## config.mk

```make
export PLATFORM = sky130hd
export DESIGN_NAME = rectangle_hit_test_table_unit_flat
export DESIGN_NICKNAME = d
export VERILOG_FILES = /design/src/design/rhtt_pkg.sv /design/src/design/rhtt_req_if.sv /design/src/design/rhtt_rsp_if.sv /design/src/design/rectangle_hit_test_table_unit.sv /design/src/flat_wrapper.sv
export SDC_FILE = /design/constraint.sdc
export NUM_CORES = 1
export LEC_CHECK = 0
export BUFFER_PORTS_ARGS = -buffer_cell sky130_fd_sc_hd__buf_2
export CAP_MARGIN = 25
export CORE_MARGIN = 5
export CORE_UTILIZATION = 50
export DETAILED_ROUTE_END_ITERATION = 10
export HOLD_SLACK_MARGIN = 0.06
export PLACE_DENSITY = 0.72
export RECOVER_POWER = 50
export SLEW_MARGIN = 15
export SYNTH_ARGS = -nofsm -noshare
export SYNTH_HDL_FRONTEND = slang
export SYNTH_SLANG_ARGS = --single-unit
export TNS_END_PERCENT = 100
```

## constraint.sdc

```tcl
create_clock -name clk -period 4.7 [get_ports clk]
set_input_delay 0.47 -clock clk [delete_from_list [all_inputs] [get_ports clk]]
set_output_delay 0.47 -clock clk [all_outputs]
set_load 0.03 [all_outputs]
```

## src/design/rhtt_pkg.sv

```systemverilog
package rhtt_pkg;

    localparam int FIELD_BITS = 12;
    localparam int REQ_BITS   = 2;
    localparam int STAT_BITS  = 2;
    localparam int HELD_BITS  = 5;
    localparam int STEP_BITS  = 4;

    typedef enum logic [REQ_BITS-1:0] {
        REQ_ADD    = 2'd0,
        REQ_SELECT = 2'd1,
        REQ_TAKE   = 2'd2,
        REQ_NONE   = 2'd3
    } req_kind_t;

    typedef enum logic [STAT_BITS-1:0] {
        STAT_OK       = 2'd0,
        STAT_NOTFOUND = 2'd1,
        STAT_FULL     = 2'd2
    } status_t;

    // Datapath action of one microcode step.
    typedef enum logic [3:0] {
        OP_NOP,
        OP_ACCEPT,
        OP_RD_IDX,
        OP_LATCH,
        OP_INC_IDX,
        OP_RD_NEXT,
        OP_WR_SHIFT,
        OP_POP,
        OP_PUSH,
        OP_MISS
    } op_t;

    // Jump condition of one microcode step; when false the step counter advances by one.
    typedef enum logic [2:0] {
        CND_ALWAYS,
        CND_NO_XFER,
        CND_IS_ADD,
        CND_IS_TAKE,
        CND_NOT_SEL,
        CND_IDX_END,
        CND_HIT,
        CND_LAST
    } cond_t;

    typedef struct packed {
        op_t                  op;
        cond_t                cond;
        logic [STEP_BITS-1:0] target;
    } ctl_word_t;

    localparam logic [STEP_BITS-1:0] STEP_WAIT     = 4'd0;
    localparam logic [STEP_BITS-1:0] STEP_DISP_ADD = 4'd1;
    localparam logic [STEP_BITS-1:0] STEP_DISP_TK  = 4'd2;
    localparam logic [STEP_BITS-1:0] STEP_DISP_SEL = 4'd3;
    localparam logic [STEP_BITS-1:0] STEP_SCAN_RD  = 4'd4;
    localparam logic [STEP_BITS-1:0] STEP_SCAN_TST = 4'd5;
    localparam logic [STEP_BITS-1:0] STEP_SCAN_NXT = 4'd6;
    localparam logic [STEP_BITS-1:0] STEP_TAKE_RD  = 4'd7;
    localparam logic [STEP_BITS-1:0] STEP_TAKE_LAT = 4'd8;
    localparam logic [STEP_BITS-1:0] STEP_SHIFT_RD = 4'd9;
    localparam logic [STEP_BITS-1:0] STEP_SHIFT_WR = 4'd10;
    localparam logic [STEP_BITS-1:0] STEP_POP      = 4'd11;
    localparam logic [STEP_BITS-1:0] STEP_ADD      = 4'd12;
    localparam logic [STEP_BITS-1:0] STEP_MISS     = 4'd13;

    function automatic ctl_word_t ctl_rom(input logic [STEP_BITS-1:0] step);
        ctl_word_t w;
        begin
            case (step)
                STEP_WAIT:     w = '{OP_ACCEPT,   CND_NO_XFER, STEP_WAIT};
                STEP_DISP_ADD: w = '{OP_NOP,      CND_IS_ADD,  STEP_ADD};
                STEP_DISP_TK:  w = '{OP_NOP,      CND_IS_TAKE, STEP_TAKE_RD};
                STEP_DISP_SEL: w = '{OP_NOP,      CND_NOT_SEL, STEP_MISS};
                STEP_SCAN_RD:  w = '{OP_RD_IDX,   CND_IDX_END, STEP_MISS};
                STEP_SCAN_TST: w = '{OP_LATCH,    CND_HIT,     STEP_SHIFT_RD};
                STEP_SCAN_NXT: w = '{OP_INC_IDX,  CND_ALWAYS,  STEP_SCAN_RD};
                STEP_TAKE_RD:  w = '{OP_RD_IDX,   CND_IDX_END, STEP_MISS};
                STEP_TAKE_LAT: w = '{OP_LATCH,    CND_ALWAYS,  STEP_SHIFT_RD};
                STEP_SHIFT_RD: w = '{OP_RD_NEXT,  CND_LAST,    STEP_POP};
                STEP_SHIFT_WR: w = '{OP_WR_SHIFT, CND_ALWAYS,  STEP_SHIFT_RD};
                STEP_POP:      w = '{OP_POP,      CND_ALWAYS,  STEP_WAIT};
                STEP_ADD:      w = '{OP_PUSH,     CND_ALWAYS,  STEP_WAIT};
                STEP_MISS:     w = '{OP_MISS,     CND_ALWAYS,  STEP_WAIT};
                default:       w = '{OP_NOP,      CND_ALWAYS,  STEP_WAIT};
            endcase
            return w;
        end
    endfunction

endpackage

```

## src/design/rhtt_req_if.sv

```systemverilog
interface rhtt_req_if
    import rhtt_pkg::*;
();
    logic                  valid;
    logic                  ready;
    logic [REQ_BITS-1:0]   req_type;
    logic [FIELD_BITS-1:0] box_x;
    logic [FIELD_BITS-1:0] box_y;
    logic [FIELD_BITS-1:0] box_w;
    logic [FIELD_BITS-1:0] box_h;
    logic [FIELD_BITS-1:0] point_x;
    logic [FIELD_BITS-1:0] point_y;

    modport source (
        output valid, req_type, box_x, box_y, box_w, box_h, point_x, point_y,
        input  ready
    );
    modport sink (
        input  valid, req_type, box_x, box_y, box_w, box_h, point_x, point_y,
        output ready
    );
endinterface

```

## src/design/rhtt_rsp_if.sv

```systemverilog
interface rhtt_rsp_if
    import rhtt_pkg::*;
();
    logic                  valid;
    logic                  ready;
    logic [STAT_BITS-1:0]  status;
    logic [FIELD_BITS-1:0] hit_x;
    logic [FIELD_BITS-1:0] hit_y;
    logic [FIELD_BITS-1:0] hit_w;
    logic [FIELD_BITS-1:0] hit_h;
    logic [HELD_BITS-1:0]  entries_held;

    modport source (
        output valid, status, hit_x, hit_y, hit_w, hit_h, entries_held,
        input  ready
    );
    modport sink (
        input  valid, status, hit_x, hit_y, hit_w, hit_h, entries_held,
        output ready
    );
endinterface

```

## src/design/rectangle_hit_test_table_unit.sv

```systemverilog
// One request at a time: the next request is taken the cycle after a result is formed.
// A take removes the first box and a select hit the box that holds the point, the boxes
// behind it moving up to close the gap; a take on an empty table or a select without a
// hit is a miss. The single-port box memory is scanned with a read, a test and an advance
// step per entry and compacted with a read and a write step per entry. A finished result
// waits in the output register while the next request is taken. Reset empties the table
// at once.
module rectangle_hit_test_table_unit
    import rhtt_pkg::*;
#(
    parameter int MAX_BOXES  = 16,
    parameter int COORD_BITS = 12
) (
    input  logic       clk,
    input  logic       rst_n,
    rhtt_req_if.sink   req,
    rhtt_rsp_if.source rsp
);

    localparam int CW   = (COORD_BITS < FIELD_BITS) ? COORD_BITS : FIELD_BITS;
    localparam int BW   = 4 * CW;
    localparam int AW   = (MAX_BOXES > 1) ? $clog2(MAX_BOXES) : 1;
    localparam int CNTW = $clog2(MAX_BOXES + 1);
    localparam logic [CNTW-1:0] MAX_CNT = CNTW'(MAX_BOXES);

    logic [BW-1:0] box_mem [MAX_BOXES];

    logic [STEP_BITS-1:0]  pc_reg, pc_next;
    logic [CNTW-1:0]       count_reg, count_next;
    logic [CNTW-1:0]       idx_reg, idx_next;
    logic                  rsp_valid_reg, rsp_valid_next;
    logic [REQ_BITS-1:0]   kind_reg, kind_next;
    logic [BW-1:0]         box_reg, box_next;
    logic [CW-1:0]         px_reg, px_next;
    logic [CW-1:0]         py_reg, py_next;
    logic [BW-1:0]         hit_reg, hit_next;
    logic [BW-1:0]         rdata_reg;
    logic [STAT_BITS-1:0]  st_reg, st_next;
    logic [BW-1:0]         obox_reg, obox_next;
    logic [CNTW-1:0]       ocnt_reg, ocnt_next;

    ctl_word_t     cw;
    logic          xfer;
    logic          stall;
    logic          cond_true;
    logic          contains;
    logic          last;
    logic [CNTW-1:0] idx_inc;
    logic          rd_en;
    logic [AW-1:0] rd_addr;
    logic          wr_en;
    logic [AW-1:0] wr_addr;
    logic [BW-1:0] wr_data;
    logic [CW-1:0] rx, ry, rw, rh;

    assign cw      = ctl_rom(pc_reg);
    assign req.ready = (cw.op == OP_ACCEPT);
    assign xfer    = req.valid && req.ready;
    assign stall   = rsp_valid_reg && !rsp.ready &&
                     (cw.op == OP_POP || cw.op == OP_PUSH || cw.op == OP_MISS);
    assign idx_inc = idx_reg + 1'b1;
    assign last    = (idx_inc >= count_reg);

    assign rx = rdata_reg[4*CW-1:3*CW];
    assign ry = rdata_reg[3*CW-1:2*CW];
    assign rw = rdata_reg[2*CW-1:CW];
    assign rh = rdata_reg[CW-1:0];

    // Strict containment; the right and bottom edges are formed one bit wider.
    assign contains = (px_reg > rx) && ({1'b0, px_reg} < ({1'b0, rx} + {1'b0, rw})) &&
                      (py_reg > ry) && ({1'b0, py_reg} < ({1'b0, ry} + {1'b0, rh}));

    always_comb
    begin
        case (cw.cond)
            CND_ALWAYS:  cond_true = 1'b1;
            CND_NO_XFER: cond_true = !xfer;
            CND_IS_ADD:  cond_true = (kind_reg == REQ_ADD);
            CND_IS_TAKE: cond_true = (kind_reg == REQ_TAKE);
            CND_NOT_SEL: cond_true = (kind_reg != REQ_SELECT);
            CND_IDX_END: cond_true = (idx_reg >= count_reg);
            CND_HIT:     cond_true = contains;
            CND_LAST:    cond_true = last;
            default:     cond_true = 1'b1;
        endcase
    end

    always_comb
    begin
        if (stall)
            pc_next = pc_reg;
        else if (cond_true)
            pc_next = cw.target;
        else
            pc_next = pc_reg + 1'b1;
    end

    always_comb
    begin
        count_next     = count_reg;
        idx_next       = idx_reg;
        kind_next      = kind_reg;
        box_next       = box_reg;
        px_next        = px_reg;
        py_next        = py_reg;
        hit_next       = hit_reg;
        st_next        = st_reg;
        obox_next      = obox_reg;
        ocnt_next      = ocnt_reg;
        rsp_valid_next = rsp_valid_reg && !rsp.ready;
        rd_en          = 1'b0;
        rd_addr        = idx_reg[AW-1:0];
        wr_en          = 1'b0;
        wr_addr        = idx_reg[AW-1:0];
        wr_data        = rdata_reg;
        if (!stall)
        begin
            case (cw.op)
                OP_ACCEPT:
                begin
                    if (xfer)
                    begin
                        kind_next = req.req_type;
                        box_next  = {CW'(req.box_x), CW'(req.box_y),
                                     CW'(req.box_w), CW'(req.box_h)};
                        px_next   = CW'(req.point_x);
                        py_next   = CW'(req.point_y);
                        idx_next  = '0;
                    end
                end
                OP_RD_IDX:
                begin
                    rd_en = (idx_reg < count_reg);
                end
                OP_LATCH:
                begin
                    hit_next = rdata_reg;
                end
                OP_INC_IDX:
                begin
                    idx_next = idx_inc;
                end
                OP_RD_NEXT:
                begin
                    rd_en   = !last;
                    rd_addr = idx_inc[AW-1:0];
                end
                OP_WR_SHIFT:
                begin
                    wr_en    = 1'b1;
                    idx_next = idx_inc;
                end
                OP_POP:
                begin
                    count_next     = count_reg - 1'b1;
                    rsp_valid_next = 1'b1;
                    st_next        = STAT_OK;
                    obox_next      = hit_reg;
                    ocnt_next      = count_reg - 1'b1;
                end
                OP_PUSH:
                begin
                    rsp_valid_next = 1'b1;
                    obox_next      = '0;
                    if (count_reg == MAX_CNT)
                    begin
                        st_next   = STAT_FULL;
                        ocnt_next = count_reg;
                    end
                    else
                    begin
                        wr_en      = 1'b1;
                        wr_addr    = count_reg[AW-1:0];
                        wr_data    = box_reg;
                        count_next = count_reg + 1'b1;
                        st_next    = STAT_OK;
                        ocnt_next  = count_reg + 1'b1;
                    end
                end
                OP_MISS:
                begin
                    rsp_valid_next = 1'b1;
                    st_next        = STAT_NOTFOUND;
                    obox_next      = '0;
                    ocnt_next      = count_reg;
                end
                default:
                begin
                end
            endcase
        end
    end

    always_ff @(posedge clk or negedge rst_n)
    begin
        if (!rst_n)
        begin
            pc_reg        <= STEP_WAIT;
            count_reg     <= '0;
            rsp_valid_reg <= 1'b0;
        end
        else
        begin
            pc_reg        <= pc_next;
            count_reg     <= count_next;
            rsp_valid_reg <= rsp_valid_next;
        end
    end

    always_ff @(posedge clk)
    begin
        idx_reg  <= idx_next;
        kind_reg <= kind_next;
        box_reg  <= box_next;
        px_reg   <= px_next;
        py_reg   <= py_next;
        hit_reg  <= hit_next;
        st_reg   <= st_next;
        obox_reg <= obox_next;
        ocnt_reg <= ocnt_next;
    end

    always_ff @(posedge clk)
    begin
        if (wr_en)
            box_mem[wr_addr] <= wr_data;
        if (rd_en)
            rdata_reg <= box_mem[rd_addr];
    end

    assign rsp.valid        = rsp_valid_reg;
    assign rsp.status       = st_reg;
    assign rsp.hit_x        = FIELD_BITS'(obox_reg[4*CW-1:3*CW]);
    assign rsp.hit_y        = FIELD_BITS'(obox_reg[3*CW-1:2*CW]);
    assign rsp.hit_w        = FIELD_BITS'(obox_reg[2*CW-1:CW]);
    assign rsp.hit_h        = FIELD_BITS'(obox_reg[CW-1:0]);
    assign rsp.entries_held = HELD_BITS'(ocnt_reg);

    a_count_bound: assert property (@(posedge clk) disable iff (!rst_n)
        count_reg <= MAX_CNT)
        else $error("box count exceeds table size");

    a_shift_in_range: assert property (@(posedge clk) disable iff (!rst_n)
        (pc_reg == STEP_SHIFT_RD || pc_reg == STEP_SHIFT_WR) |-> idx_reg < count_reg)
        else $error("compaction index outside the table");

    a_pop_decrements: assert property (@(posedge clk) disable iff (!rst_n)
        (cw.op == OP_POP && !stall) |=> count_reg == $past(count_reg) - 1'b1)
        else $error("removal did not shrink the table by one");

    a_full_only_when_full: assert property (@(posedge clk) disable iff (!rst_n)
        (rsp_valid_reg && st_reg == STAT_FULL) |-> ocnt_reg == MAX_CNT)
        else $error("full status with room left in the table");

    a_result_holds: assert property (@(posedge clk) disable iff (!rst_n)
        (rsp_valid_reg && !rsp.ready) |=> rsp_valid_reg && $stable(obox_reg))
        else $error("pending result changed before its transfer");

endmodule
```

## src/flat_wrapper.sv

```systemverilog
// flat-port wrapper written by rule: the top's interface ports become plain ports
module rectangle_hit_test_table_unit_flat import rhtt_pkg::*;
#(
    parameter int MAX_BOXES  = 16,
    parameter int COORD_BITS = 12
)
  (clk, rst_n, req_valid, req_req_type, req_box_x, req_box_y, req_box_w, req_box_h, req_point_x, req_point_y, req_ready, rsp_valid, rsp_status, rsp_hit_x, rsp_hit_y, rsp_hit_w, rsp_hit_h, rsp_entries_held, rsp_ready);
  rhtt_req_if req_i ();
  rhtt_rsp_if rsp_i ();
  input  logic clk;
  input  logic rst_n;
  input wire logic [$bits(req_i.valid)-1:0] req_valid;
  input wire logic [$bits(req_i.req_type)-1:0] req_req_type;
  input wire logic [$bits(req_i.box_x)-1:0] req_box_x;
  input wire logic [$bits(req_i.box_y)-1:0] req_box_y;
  input wire logic [$bits(req_i.box_w)-1:0] req_box_w;
  input wire logic [$bits(req_i.box_h)-1:0] req_box_h;
  input wire logic [$bits(req_i.point_x)-1:0] req_point_x;
  input wire logic [$bits(req_i.point_y)-1:0] req_point_y;
  output wire logic [$bits(req_i.ready)-1:0] req_ready;
  output wire logic [$bits(rsp_i.valid)-1:0] rsp_valid;
  output wire logic [$bits(rsp_i.status)-1:0] rsp_status;
  output wire logic [$bits(rsp_i.hit_x)-1:0] rsp_hit_x;
  output wire logic [$bits(rsp_i.hit_y)-1:0] rsp_hit_y;
  output wire logic [$bits(rsp_i.hit_w)-1:0] rsp_hit_w;
  output wire logic [$bits(rsp_i.hit_h)-1:0] rsp_hit_h;
  output wire logic [$bits(rsp_i.entries_held)-1:0] rsp_entries_held;
  input wire logic [$bits(rsp_i.ready)-1:0] rsp_ready;
  assign req_i.valid = req_valid;
  assign req_i.req_type = req_req_type;
  assign req_i.box_x = req_box_x;
  assign req_i.box_y = req_box_y;
  assign req_i.box_w = req_box_w;
  assign req_i.box_h = req_box_h;
  assign req_i.point_x = req_point_x;
  assign req_i.point_y = req_point_y;
  assign req_ready = req_i.ready;
  assign rsp_valid = rsp_i.valid;
  assign rsp_status = rsp_i.status;
  assign rsp_hit_x = rsp_i.hit_x;
  assign rsp_hit_y = rsp_i.hit_y;
  assign rsp_hit_w = rsp_i.hit_w;
  assign rsp_hit_h = rsp_i.hit_h;
  assign rsp_entries_held = rsp_i.entries_held;
  assign rsp_i.ready = rsp_ready;
  rectangle_hit_test_table_unit #(.MAX_BOXES(MAX_BOXES), .COORD_BITS(COORD_BITS)) u_core (.clk(clk), .rst_n(rst_n), .req(req_i), .rsp(rsp_i));
endmodule
```

* Yosys cells after proc, flatten, opt, wreduce, memory -nomap -nowiden
Memories as Yosys holds them, arrays and structs flattened. A register that Yosys moved wholly into a read port is not among the register bits.
Index checks and enable logic that the tools add are counted.
** Cells by class
- $add $sub $neg :: 6
- $mul :: 0
- Div/mod/pow operators :: 0
- Magnitude comparators :: 7
- Eq/ne operators :: 20
- Shift-type cells :: 0
- Mux-type cells :: 27
- Bitwise gates (word level) :: 1
- Reduce and logical (&&, ||, !) cells :: 26
** Operators by type and width (number)
- 48-bit 2-to-1 mux :: 3
- 48-bit one-hot mux with 2 select lines :: 1
- 12-bit by 12-bit adder with 13-bit output :: 2
- 12-bit by 13-bit < comparator with 1-bit output :: 2
- 12-bit greater-than comparator :: 2
- 4-bit 2-to-1 mux :: 6
- 5-bit one-hot mux with 2 select lines :: 2
- 4-bit by 3-bit == test with 1-bit output (second input constant) :: 4
- 5-bit one-hot mux with 3 select lines :: 1
- 3-bit == test (second input constant) :: 4
- 5-bit by 1-bit adder with 5-bit output (second input constant) :: 2
- 5-bit >= comparator :: 2
- 5-bit 2-to-1 mux :: 2
- 4-bit by 2-bit == test with 1-bit output (second input constant) :: 2
- 4-bit == test (second input constant) :: 2
- 1-bit one-hot mux with 8 select lines :: 1
- 2-bit AND reduction :: 4
- 1-bit 2-to-1 mux :: 7
- 3-bit by 2-bit == test with 1-bit output (second input constant) :: 2
- 1-bit logical AND :: 6
- 2-bit one-hot mux with 3 select lines :: 1
- 3-bit AND reduction :: 2
- 2-bit nonzero test :: 3
- 5-bit == test (second input constant) :: 1
- 18 further kinds :: 23
** Storage, ports and cells
- Flip-flop bits (word level) :: 192
- Latch bits :: 0
- RAM bits :: 768
- ROM bits :: 176
- Logic and storage cells :: 101
- Memories :: 2
** Memory list
- u_core.box_mem :: depth 16, bits a word 48, read ports 1, clocked after memory_dff 1, wr ports 1, line rectangle_hit_test_table_unit.sv:26 : logic [BW-1:0] box_mem [MAX_BOXES];
- (no name shown) :: depth 16, bits a word 11, read ports 1, clocked after memory_dff 0, wr ports 0, line rhtt_pkg.sv:72 : case (step)

* Logic depth before layout (Yosys ltp)
An unclocked memory read counts as a cell.
- Word-level depth :: 8
- Gate-level depth with buffers :: 19
- Gate-level depth less buffers :: 19

* Worst setup path after synthesis
No wires, ideal clock.
- Path type :: flip-flop to flip-flop
- From :: reg u_core.pc_reg[0]
- To :: mem u_core.box_mem[12][0] in the netlist's numbering, enable pin
- Setup time :: 0.454 ns
- Data arrival time :: 4.311 ns
- Data required time :: 4.246 ns
- Path slack :: -0.065 ns
- Stages on the path, launching flop included :: 14
- Buffers on the path :: 3
- Clock period less this slack :: 4.765 ns
- Cells stage by stage :: dfrtp_1 -> inv_1 -> ha_1 -> buf_2 -> inv_2 -> mux2i_1 -> o21ai_0 -> nor2_1 -> nand2_1 -> nor2_1 -> buf_2 -> buf_2 -> a31oi_1 -> nor2_1
** On the way
- Word-level cells in the longest chain between the ends :: 8
- Elaborated cells between the ends (all ways) :: 14
- Classes of those cells :: eq/ne (4); mux (6); reduce/logical (3); memory (1)
** Ends and longest elaborated chain
- start: declaration :: line rectangle_hit_test_table_unit.sv:28 : logic [STEP_BITS-1:0] pc_reg, pc_next;
- start signal: assignment :: line rectangle_hit_test_table_unit.sv:204 : pc_reg <= pc_next;
- memory 16 x 11 bit *
- 4-bit by 3-bit == test with 1-bit output or 4-bit == test (tied branches) :: line rectangle_hit_test_table_unit.sv:60, rectangle_hit_test_table_unit.sv:118
- 1-bit logical OR (2 in a row) :: line rectangle_hit_test_table_unit.sv:60 : (cw.op == OP_POP || cw.op == OP_PUSH || cw.op == OP_MISS);
- 1-bit logical AND :: line rectangle_hit_test_table_unit.sv:59 : assign stall = rsp_valid_reg && !rsp.ready &&
- 1-bit 2-to-1 mux :: line rectangle_hit_test_table_unit.sv:116 : if (!stall)
- 1-bit 2-to-1 mux :: line rectangle_hit_test_table_unit.sv:225 : if (wr_en)
- 1-bit 2-to-1 mux (not written as such) :: line rectangle_hit_test_table_unit.sv:226 : box_mem[wr_addr] <= wr_data;
- end: declaration :: line rectangle_hit_test_table_unit.sv:26
Mark *: on every way between the ends. The rest lies on a longest branch, timed or not.

* Worst setup path in the final report
- From :: reg u_core.rdata_reg[1], read port of u_core.box_mem
- To :: reg u_core.pc_reg[1]
** On the way
- Word-level cells in the longest chain between the ends :: 5
** Ends and longest elaborated chain
- start: declaration :: line rectangle_hit_test_table_unit.sv:37 : logic [BW-1:0] rdata_reg;
- 12-bit by 12-bit adder with 13-bit output :: line rectangle_hit_test_table_unit.sv:71 : (py_reg > ry) && ({1'b0, py_reg} < ({1'b0, ry} + {1'b0, rh}));
- 12-bit by 13-bit < comparator with 1-bit output :: line rectangle_hit_test_table_unit.sv:71
- 1-bit logical AND :: line rectangle_hit_test_table_unit.sv:71
- 1-bit one-hot mux with 8 select lines :: line rectangle_hit_test_table_unit.sv:75 : case (cw.cond)
- 4-bit 2-to-1 mux :: line rectangle_hit_test_table_unit.sv:92 : else if (cond_true)
Every way passes these cells.
A chain may end at the register's enable or synchronous reset.

==> impl_metrics.py <==
metrics = {
    "die": {
        "start_util_pct": 50.5,
        "die_w_um": 296,
        "rows": 104,
        "die_h_um": 296,
        "ios": 135,
        "dieArea_um2": 87400,
        "core-area_um2": 80700,
    },
    "setup_path": {
        "crit_path_cell_trace": "ha_1 > a21o_1 > a21oi_2 > nor2b_1 > o21a_1 > o311a_1 > o21a_1 > o21ai_1 > nor2b_2 > xor2_1 > ha_1 > o21ai_0 > nand2b_1 > a21oi_1 > a311oi_1 > buf_4 > a221oi_1 > buf_4 > o31ai_4 > mux2i_1 > o21ai_0",
        "criticalPathCategory": "flip-flop to flip-flop",
        "cp-start-kind": "flip-flop",
        "r2r_setup_slack_ns": 0.29,
        "cp.arrival_ns": 4.94,
        "crit_required_ns": 5.23,
        "r2r-end": "u_core.pc_reg[1]",
        "cp-end-kind": "flip-flop",
        "slowest_delay_ns": 0.43,
        "r2r-start": "u_core.rdata_reg[1]",
        "cp_slowest_cell": "edfxtp_1",
        "worstPathMaxFanout": 6,
        "rr_worst_depth": 21,
    },
    "layout": {
        "largest_reg_flops": 768,
        "area_growth_syn_to_layout_pct": 15.7,
        "drive_gt1_share_pct": 20.3,
        "design_area_um2": 47200,
        "final_nets": 2631,
        "n_fill_cell": 5842,
        "regMostFlops": "u_core.box_mem",
    },
    "status": {
        "run_status": "finished with violations",
        "violations": "capacitance limit, slew limit",
    },
    "power": {
        "power_frac_comb_pct": 33.1,
        "p_sw_share_pct": 33.0,
        "p_switching_mw": 10.4,
        "leakage_nw": 15.5,
        "p_per_area_nw_per_um2": 667,
        "power_frac_seq_pct": 41.2,
        "p_int_mw": 21.1,
        "power.clock.fraction_pct": 25.7,
        "irDropWorstVdd_mv": 0.399,
    },
    "clocking": {
        "clock_sinks": 1008,
        "cts_buffer_depth": 3,
        "clk_pin_slew_ns": 0.06,
        "numCtsBuffers": 100,
        "worstSkewPairLatency_ns": 0.67,
        "root_buffer": "clkbuf_16",
        "h-tree-depth": 3,
        "cts_tree": "built",
    },
    "logic_synthesis": {
        "ys_async_sr_fraction_pct": 0.992,
        "synth.most_common_cell": "edfxtp_1",
        "ys_types": 68,
        "postSynthAreaPerCell_um2": 18.9,
        "synth-seq-area-share_pct": 74.1,
        "synth.top_cells.by_area": "edfxtp_1 (73%), mux4_2 (10%), ha_1 (2.7%)",
        "netlist_area_um2": 40800,
        "synthTopCellsByCount": "edfxtp_1 (998), mux4_2 (185), nand2_1 (150), ha_1 (88), nor2b_1 (67)",
        "synthCells": 2152,
        "synth-seq-cells": 1008,
        "yosys_warnings": 0,
        "synth_edf_count": 998,
        "yosysTopAreaCell": "edfxtp_1",
        "synth_top_flop_cell": "edfxtp_1",
        "synth_nets": 2320,
        "yosysTopAreaCellShare_pct": 73.5,
    },
    "sta": {
        "max_freq_ghz": 0.227,
        "tns_ns": 0,
        "final_max_slew_viol_count": 128,
        "slew-limit-headroom_pct": -59.4,
        "hold_viol": 0,
        "timing.hold.ws_ns": 0.156,
        "min_period_ns": 4.41,
        "rsz0062_at_grt": "no",
        "skew_ns": 0.0344,
        "worst_slew_pin_slew_ns": 2.39,
        "setup_violations": 0,
        "finalCritPeriodShare_pct": 93.8,
    },
    "route": {
        "wirelength_mm": 99.2,
        "drt-initial-drc-count": 2251,
        "drcViolationCount": 0,
        "num_vias": 21800,
        "wl_per_cell_um": 27.5,
        "antenna_violating_nets_post_route": 0,
        "firstDrtPassIters": 6,
        "viasPerCell": 6.05,
    },
    "min_path": {
        "hold_path_class": "input port to flip-flop",
        "whs_endpoint": "u_core.rsp.valid",
        "hp-start": "rsp_ready",
        "hold_path_depth": 3,
    },
    "place": {
        "post_dp_cell_area_um2": 43300,
        "globalplace.congestion": 0.857,
        "dpl.hpwl_mm": 59.5,
        "portBuffers": 134,
    },
    "global_routing": {
        "grt_overflow": 0,
        "grt_max_degree": 60,
        "grt_pass1_vias": 22400,
        "antenna_found_initial": 4,
        "grt_usage_pct": 22.7,
        "grt_pass1_wl_mm": 146,
    },
    "job": {
        "drv_cap": 3,
    },
}
==> power groups by stage <==
stage | clock (mW) | combinational [mW] | sequential (mW)
detailed placement | 0 | 10.6 | 13.1
global route | 8.59 | 11.3 | 13.0
global placement | 0 | 10.3 | 13.1
floorplan | 0 | 7.17 | 13.1
finish | 8.08 | 10.4 | 13.0
CTS | 8.19 | 10.7 | 12.9
==> cells by family (layout without fill, tap and decap cells) <==
kind of cell,Yosys count,in the layout,synth area share [%]
flip-flops,1008,1008,74.1
multiplexers,221,221,11.5
other,0,4,0
AO/OA/AOI/OAI,261,261,4.18
XOR/XNOR,30,30,0.690
adder cells (fa/ha/maj),90,90,2.80
buffers and inverters,146,542,1.97
AND/OR/NAND/NOR,396,396,4.78
==> cell usage in the layout (no fill, tap or decap), types with 21 or more instances in the layout <==
cell           Yosys  layout
a211oi_1          49      49
a21oi_1           37      35
a31oi_1           55      55
and2_0             0      38
buf_2             12      66
buf_4              8      46
clkbuf_1          51     118
clkbuf_16          0     101
clkinv_1           2      21
dlygate4sd3_1      0      74
edfxtp_1         998     998
ha_1              88      88
inv_1             44      44
mux4_2           185     185
nand2_1          150     151
nor2_1            56      43
nor2b_1           67      66
o21ai_0           62      60
==> layout make-up <==
class	count	area (um^2)	share of cell area, %
clock buffers	123	2630	5.58
diodes	4	10.0	0.0212
flip-flops and latches	1008	30200	64.1
clock inverters	64	717	1.52
repair buffers	308	2180	4.63
well taps	1060	1330	2.81
multi-input cells	998	9900	21.0
inverters	47	178	0.377
==> through the flow <==
step	total power, mW	util, %	cells	worst slack [ns]
final	31.4	58.5	3612	0.290
after global routing	32.9	58.4	3608	0.0320
after CTS	31.8	58.8	3606	0.0345
after detailed placement	23.7	53.7	3345	0.0675
after global placement	23.3	53.7	3343	0.172
after floorplan	20.3	-	2152	-0.0652
==> per-layer routing <==
layer	routed length [um]	up-vias	share of wire, %	global-route usage (%)
li1	-	9272	-	-
met1	38700	11400	39	30.5
met2	48000	1015	48	37.1
met3	8700	174	8.8	5.03
met4	3800	2	3.8	8.27
met5	13	-	0.013	0
==> worst max-delay path by stage <==
stage                        startpoint               endpoint  slack (ns)  depth (start not counted)
floorplan              u_core.pc_reg[0]  u_core.box_mem[12][0]       -0.07                         13
global placement    u_core.rdata_reg[1]       u_core.pc_reg[1]        0.17                         21
detailed placement  u_core.rdata_reg[1]       u_core.pc_reg[1]        0.07                         21
CTS                 u_core.rdata_reg[1]       u_core.pc_reg[1]        0.03                         21
global route           u_core.pc_reg[0]    u_core.rdata_reg[1]        0.03                         13
finish              u_core.rdata_reg[1]       u_core.pc_reg[1]        0.29                         21
==> repair_timing <==
action	4_1_cts	5_1_grt
setup buffers	0	1
endpoints found under the setup margin	0	4
hold buffers	74	0
resized for setup	0	5
hold endpoints to repair	83	0
==> worst max-delay path: cells and delay by family, from the launching register on <==
family	cells	cell delay, ns
xor+xnor	1	0.18
fa+ha+maj	2	0.52
simple gates	3	0.35
buf+inv	2	0.40
compound gates	12	2.21
mux	1	0.21
flops	1	0.43
Note: power is estimated with default switching activity, not from simulation.
